[config.mk]
export PLATFORM = sky130hd
export DESIGN_NAME = wildcard_byte_pattern_matcher_core
export DESIGN_NICKNAME = d
export VERILOG_FILES = /design/src/hdl/wbpm_pkg.sv /design/src/hdl/wbpm_window_cmp.sv /design/src/hdl/wildcard_byte_pattern_matcher_core.sv
export SDC_FILE = /design/constraint.sdc
export NUM_CORES = 1
export LEC_CHECK = 0
export BUFFER_PORTS_ARGS = -buffer_cell sky130_fd_sc_hd__buf_2
export CAP_MARGIN = 10
export CORE_MARGIN = 10
export CORE_UTILIZATION = 59
export DETAILED_ROUTE_END_ITERATION = 6
export PLACE_DENSITY = 0.74
export SLEW_MARGIN = 5
export SYNTH_ARGS = -nofsm -noshare
export SYNTH_HDL_FRONTEND = slang
export SYNTH_SLANG_ARGS = --single-unit
[constraint.sdc]
create_clock -name clk -period 5.3 [get_ports clk]
set_input_delay 1.06 -clock clk [delete_from_list [all_inputs] [get_ports clk]]
set_output_delay 1.06 -clock clk [all_outputs]
set_load 0.01 [all_outputs]
[src/hdl/wbpm_pkg.sv]
// ----------------------------------------------------------------------------
// wbpm_pkg
// Shared widths, register indexes and types for the masked byte pattern
// matcher.
// ----------------------------------------------------------------------------
package wbpm_pkg;

  localparam int PATTERN_MAX  = 16;
  localparam int OFFSET_WIDTH = 32;
  localparam int HIST_DEPTH   = PATTERN_MAX - 1;
  localparam int WIN_IDX_W    = $clog2(PATTERN_MAX);

  localparam int DATA_W     = 8;
  localparam int CFG_DATA_W = 64;
  localparam int CFG_IDX_W  = 2;
  localparam int CARE_W     = 16;
  localparam int LEN_W      = 5;
  localparam int MATCH_W    = 32;
  localparam int PATTERN_W  = DATA_W * PATTERN_MAX;

  // register indexes on the config port
  localparam logic [CFG_IDX_W-1:0] CFG_PATTERN_LOW    = 2'd0;
  localparam logic [CFG_IDX_W-1:0] CFG_PATTERN_HIGH   = 2'd1;
  localparam logic [CFG_IDX_W-1:0] CFG_CARE_MASK      = 2'd2;
  localparam logic [CFG_IDX_W-1:0] CFG_PATTERN_LENGTH = 2'd3;

  localparam logic [OFFSET_WIDTH-1:0] OFFSET_MAX = {OFFSET_WIDTH{1'b1}};

  typedef logic [DATA_W-1:0] data_t;
  typedef data_t [PATTERN_MAX-1:0] win_t;   // index 0 is the newest byte
  typedef data_t [HIST_DEPTH-1:0] hist_t;

  typedef struct packed {
    logic [PATTERN_W-1:0]   pattern;
    logic [PATTERN_MAX-1:0] care;
    logic [LEN_W-1:0]       len;
  } wbpm_cfg_t;

endpackage

[src/hdl/wbpm_window_cmp.sv]
// ----------------------------------------------------------------------------
// wbpm_window_cmp
// Masked compare of the current byte window against the configured pattern.
// ----------------------------------------------------------------------------
module wbpm_window_cmp
  import wbpm_pkg::*;
(
  input  win_t      win,
  input  wbpm_cfg_t cfg,
  output logic      hit
);

  logic [PATTERN_MAX-1:0] care_eff;
  logic [PATTERN_MAX-1:0] byte_ok;
  logic [WIN_IDX_W-1:0]   idx [PATTERN_MAX];

  always_comb begin
    for (int i = 0; i < PATTERN_MAX; i++) begin
      care_eff[i] = cfg.care[i] && (LEN_W'(i) < cfg.len);
      // pattern byte i lines up with the byte (len-1-i) positions back
      idx[i]      = WIN_IDX_W'(cfg.len - LEN_W'(i) - LEN_W'(1));
      byte_ok[i]  = !care_eff[i] || (win[idx[i]] == cfg.pattern[DATA_W*i +: DATA_W]);
    end
  end

  // a pattern with no concrete byte never matches
  assign hit = (|care_eff) && (&byte_ok);

endmodule

[src/hdl/wildcard_byte_pattern_matcher_core.sv]
// ----------------------------------------------------------------------------
// wildcard_byte_pattern_matcher_core
// Reports the start offset of every masked pattern match in a byte stream.
// ----------------------------------------------------------------------------
// Usage:
//   Input channel (in_valid/in_ready) carries one buffer byte per word plus a
//   last-byte flag. The result channel (out_valid/out_ready) carries the start
//   offset of a match; a word yields at most one result, on the word that
//   brings the match's final byte, so overlapping matches come out in order.
//   A match shows on out_valid in the cycle after its word is accepted. The
//   pattern compare is a single parallel masked compare over the byte
//   history, between the input handshake and the output register. One word
//   is taken every cycle, but in_ready drops while a result waits on a
//   stalled receiver; words with no result leave the output register empty.
//   The last-byte flag clears history, count and offset after that word.
//   Config writes (cfg_wr_en/cfg_index/cfg_wdata) take effect on the next
//   word; users make them while the block is idle (not enforced). Synchronous
//   reset clears the config registers, history, offset and the output valid.
// ----------------------------------------------------------------------------
module wildcard_byte_pattern_matcher_core
  import wbpm_pkg::*;
(
  input  logic                  clk,
  input  logic                  rst_n,

  input  logic                  cfg_wr_en,
  input  logic [CFG_IDX_W-1:0]  cfg_index,
  input  logic [CFG_DATA_W-1:0] cfg_wdata,

  input  logic                  in_valid,
  output logic                  in_ready,
  input  logic [DATA_W-1:0]     in_data_byte,
  input  logic                  in_last_byte,

  output logic                  out_valid,
  input  logic                  out_ready,
  output logic [MATCH_W-1:0]    out_match_start
);

  logic [CFG_DATA_W-1:0]   pat_lo_r,  pat_lo_nxt;
  logic [CFG_DATA_W-1:0]   pat_hi_r,  pat_hi_nxt;
  logic [CARE_W-1:0]       care_r,    care_nxt;
  logic [LEN_W-1:0]        len_r,     len_nxt;

  hist_t                   hist_r,    hist_nxt;
  logic [LEN_W-1:0]        seen_r,    seen_nxt;
  logic [OFFSET_WIDTH-1:0] pos_r,     pos_nxt;

  logic                    out_valid_r, out_valid_nxt;
  logic [MATCH_W-1:0]      start_r,     start_nxt;

  wbpm_cfg_t               cfg;
  win_t                    win;
  logic                    cmp_hit;
  logic                    accept;
  logic                    len_ok;
  logic                    seen_ok;
  logic                    hit;
  logic [OFFSET_WIDTH-1:0] start_full;

  assign cfg.pattern = PATTERN_W'({pat_hi_r, pat_lo_r});
  assign cfg.care    = PATTERN_MAX'(care_r);
  assign cfg.len     = len_r;

  always_comb begin
    win[0] = in_data_byte;
    for (int k = 1; k < PATTERN_MAX; k++) begin
      win[k] = hist_r[k-1];
    end
  end

  wbpm_window_cmp u_cmp (
    .win (win),
    .cfg (cfg),
    .hit (cmp_hit)
  );

  assign in_ready = !out_valid_r || out_ready;
  assign accept   = in_valid && in_ready;

  assign len_ok  = (len_r != '0) && (len_r <= LEN_W'(PATTERN_MAX));
  assign seen_ok = ({1'b0, seen_r} + (LEN_W+1)'(1)) >= {1'b0, len_r};
  assign hit     = cmp_hit && len_ok && seen_ok && (pos_r != OFFSET_MAX);

  assign start_full = pos_r - OFFSET_WIDTH'(len_r) + OFFSET_WIDTH'(1);

  // config registers
  always_comb begin
    pat_lo_nxt = pat_lo_r;
    pat_hi_nxt = pat_hi_r;
    care_nxt   = care_r;
    len_nxt    = len_r;
    if (cfg_wr_en) begin
      unique case (cfg_index)
        CFG_PATTERN_LOW:    pat_lo_nxt = cfg_wdata;
        CFG_PATTERN_HIGH:   pat_hi_nxt = cfg_wdata;
        CFG_CARE_MASK:      care_nxt   = cfg_wdata[CARE_W-1:0];
        CFG_PATTERN_LENGTH: len_nxt    = cfg_wdata[LEN_W-1:0];
        default:            ;
      endcase
    end
  end

  // history, byte count and offset
  always_comb begin
    hist_nxt = hist_r;
    seen_nxt = seen_r;
    pos_nxt  = pos_r;
    if (accept) begin
      if (in_last_byte) begin
        hist_nxt = '0;
        seen_nxt = '0;
        pos_nxt  = '0;
      end else begin
        for (int k = HIST_DEPTH - 1; k > 0; k--) begin
          hist_nxt[k] = hist_r[k-1];
        end
        hist_nxt[0] = in_data_byte;
        if (seen_r < LEN_W'(PATTERN_MAX)) begin
          seen_nxt = seen_r + LEN_W'(1);
        end
        if (pos_r != OFFSET_MAX) begin
          pos_nxt = pos_r + OFFSET_WIDTH'(1);
        end
      end
    end
  end

  // output word register
  always_comb begin
    out_valid_nxt = out_valid_r;
    start_nxt     = start_r;
    if (accept) begin
      out_valid_nxt = hit;
      start_nxt     = MATCH_W'(start_full);
    end else if (out_ready) begin
      out_valid_nxt = 1'b0;
    end
  end

  always_ff @(posedge clk) begin
    if (!rst_n) begin
      pat_lo_r    <= '0;
      pat_hi_r    <= '0;
      care_r      <= '0;
      len_r       <= '0;
      hist_r      <= '0;
      seen_r      <= '0;
      pos_r       <= '0;
      out_valid_r <= 1'b0;
    end else begin
      pat_lo_r    <= pat_lo_nxt;
      pat_hi_r    <= pat_hi_nxt;
      care_r      <= care_nxt;
      len_r       <= len_nxt;
      hist_r      <= hist_nxt;
      seen_r      <= seen_nxt;
      pos_r       <= pos_nxt;
      out_valid_r <= out_valid_nxt;
    end
  end

  always_ff @(posedge clk) begin
    start_r <= start_nxt;
  end

  assign out_valid       = out_valid_r;
  assign out_match_start = start_r;

endmodule

==> flow_summary.ini <==
[timing]
fmax_mhz = 225.7
period_share_pct = 83.59
timing.hold.ws_ns = 0.4797
slew_headroom_pct = 19.85
fin_skew_ns = 0.01881
rsz0062_at_grt = no
fin_crit_ns = 4.430
worst_pin_slew_ns = 1.199
hold_viol = 0
setup_viol = 0
tns_ns = 0
slew_viol_final = 0

[synth]
syn_inst = 2462
synth_flop_cell = dfxtp_1
yosys_warnings = 0
yosys.area.top_type_share_pct = 25.76
ys_seq_area_share_pct = 29.79
ys_seq_elements = 339
syn-num-nets = 2620
synthDistinctLibCells = 65
syn_area_mm2 = 0.02386
synth_area_per_cell_um2 = 9.691
synth_edf_count = 32
synthTopCellsByArea = dfxtp_1, mux4_2, nand2_1
async_flop_share_pct = 0
synth_top_area_cell = dfxtp_1

[clock_tree]
clk-insertion-delay-late_ns = 0.57
path_clk_slew_ns = 0.06
h-tree-depth = 2
cts_tree = done
hold_buffers = 0
post-cts-setup-buffer-count = 0
root_buffer = clkbuf_16
cts_resized = 0
numCtsBuffers = 38
cts_sinks = 339
clk_path_buf_depth = 3

[layout]
syn_to_final_growth_pct = 9.057
mostFrequentLayoutCells = nand2_1, dfxtp_1, mux4_2, mux2i_1, a21oi_1
drive_gt1_share_pct = 19.25
fin_area_mm2 = 0.02602
n_antenna_cell = 0
nNetsFinal = 2643
layout_commonest_cell = nand2_1

[detailed_routing]
drtPass1Iterations = 6
drc = 0
routedWlPerCell_um = 24.76
vias = 20030
drtAntennaViolNets = 0
routed_wl_um = 75250
drt_iter0_markers = 2946
vias_per_cell = 6.592

[grt]
globalRouteOverflowTotal = 0
antenna_found_initial = 2
grt_use_total_pct = 29.69
grt_pass1_vias = 19050
grt_pass1_wl_um = 115600
grt_max_degree = 162

[power_and_ir_drop]
p_sw_share_pct = 26.53
p_comb_share_pct = 12.8
p_int_mw = 4.624
powerDensity_mw_per_mm2 = 241.9
power.switching_mw = 1.670
irDropWorstVdd_mv = 0.2470
clkPwrFrac_pct = 43.8
power_frac_seq_pct = 43.4
leakage_nw = 9.546

[setup_path]
worstPathRequired_ns = 5.60
cpMaxStageDelayCell = buf_12
critPathLaunchType = flip-flop
cp_num_buf_inv = 3
cp_cell_sequence = buf_12 -> ha_1 -> inv_1 -> ha_1 -> inv_1 -> fa_1 -> nor2b_1 -> o21ai_0 -> a211oi_1 -> o21ai_0 -> a21oi_1 -> a31o_2 -> a21oi_1 -> o21bai_1 -> a311oi_1 -> xor2_1
critPathMaxStageDelay_ns = 0.51
critPathMaxFanout = 132
cp.arrival_ns = 4.73
path_class = flip-flop to flip-flop
critPathCaptureType = flip-flop
cp_top_family = compound AO/OA/AOI/OAI gates

[placed_design]
port-buffer-count = 113
placed_cell_area_mm2 = 0.02469
gp_congestion = 1.032
dp_hpwl_um = 55710

[floorplan]
die_width_um = 221.1
die_h_um = 221.1
io_pins = 114
rows = 73
coreArea_mm2 = 0.03982
start_util_pct = 59.91
die-area_mm2 = 0.04888

[worst_hold_path]
worst_hold_path_type = flip-flop to flip-flop

[status]
status = completed

[flow_run]
cap_violations = 0
==> area by class of cell <==
cell class / count / area, µm²
clock inverters: 19 / 215.2
clock buffers: 50 / 1110
fillers: 3179 / 13800
inverters: 51 / 193.9
flip-flops and latches: 339 / 7116
repair buffers: 147 / 873.3
well taps: 525 / 656.9
multi-input cells: 1908 / 15860
==> synthesized netlist by cell type, types with 4 or more instances <==
master,n
nor3_1,6
buf_1,17
a21o_1,16
nor4_1,20
clkbuf_1,102
xnor2_1,98
edfxtp_1,32
a22o_1,4
nand4_1,20
nand2b_1,10
mux2_2,20
buf_6,13
a21oi_1,168
dfxtp_1,307
and2_1,4
o211ai_1,4
xor2_1,94
mux4_2,223
mux2i_1,182
inv_1,48
buf_2,22
nand3_1,27
ha_1,77
a22oi_1,14
nor2b_1,19
a31oi_1,8
nand2_1,590
a21boi_0,147
nor2_1,70
a211oi_1,4
and3_1,4
buf_4,8
o21ai_0,32
==> kinds of logic after synthesis <==
| kind of cell | Yosys count | synth area share, % |
|---|---|---|
| AO/OA/AOI/OAI | 423 | 11.33 |
| flip-flops | 339 | 29.79 |
| XOR/XNOR | 195 | 7.253 |
| multiplexers | 426 | 29.74 |
| buffers and inverters | 215 | 4.085 |
| adder cells (fa/ha/maj) | 79 | 4.164 |
| AND/OR/NAND/NOR | 785 | 13.65 |
==> routing by layer <==
metal,vias up,wire (µm),global-route usage [%]
met5,-,32,0
met4,4,3454,12.33
met3,172,9323,8.067
met2,1222,32880,43.75
met1,9739,29570,40.47
li1,8895,-,-
==> path summary, 6_finish.rpt <==
kind                            startpoint                  end  slack [ns]  cells after the start
worst min register to register   care_r[3]            care_r[3]        0.48                      2
worst min-delay path             care_r[3]            care_r[3]        0.48                      2
worst max register to register    len_r[1]  out_match_start[31]        0.87                     16
worst max-delay path              len_r[1]  out_match_start[31]        0.87                     16
==> flip-flops by register name, indices dropped and copies added (netlist names) <==
register / count
care_r: 16
hist_r: 120
len_r: 5
out_match_start: 32
out_valid: 1
pat_hi_r: 64
pat_lo_r: 64
pos_r: 32
seen_r: 5
==> worst min-delay path, cell delays in order (launching register included) <==
cell,delay [ns]
dfxtp_1,0.31
nand2_1,0.05
a21boi_0,0.07
==> power groups by stage <==
stage          Sequential (mW)  Combinational, mW  Clock (mW)
6_report                  2.73              0.803        2.76
5_1_grt                   2.73              0.859        2.90
4_1_cts                   2.73              0.793        2.80
3_5_place_dp              2.78              0.789           0
3_3_place_gp              2.78              0.776           0
2_1_floorplan             2.77              0.543           0
==> through the flow <==
step	instances	util [%]	setup slack [ns]	power [mW]
3_3_place_gp	2970	62.01	1.074	3.556
5_1_grt	3039	65.34	0.4868	6.491
4_1_cts	3039	65.34	0.9353	6.315
6_report	3039	65.34	0.8698	6.293
3_5_place_dp	2970	62.01	0.9795	3.571
2_1_floorplan	2462	-	1.255	3.308
Power figures use the tool's default switching activity.
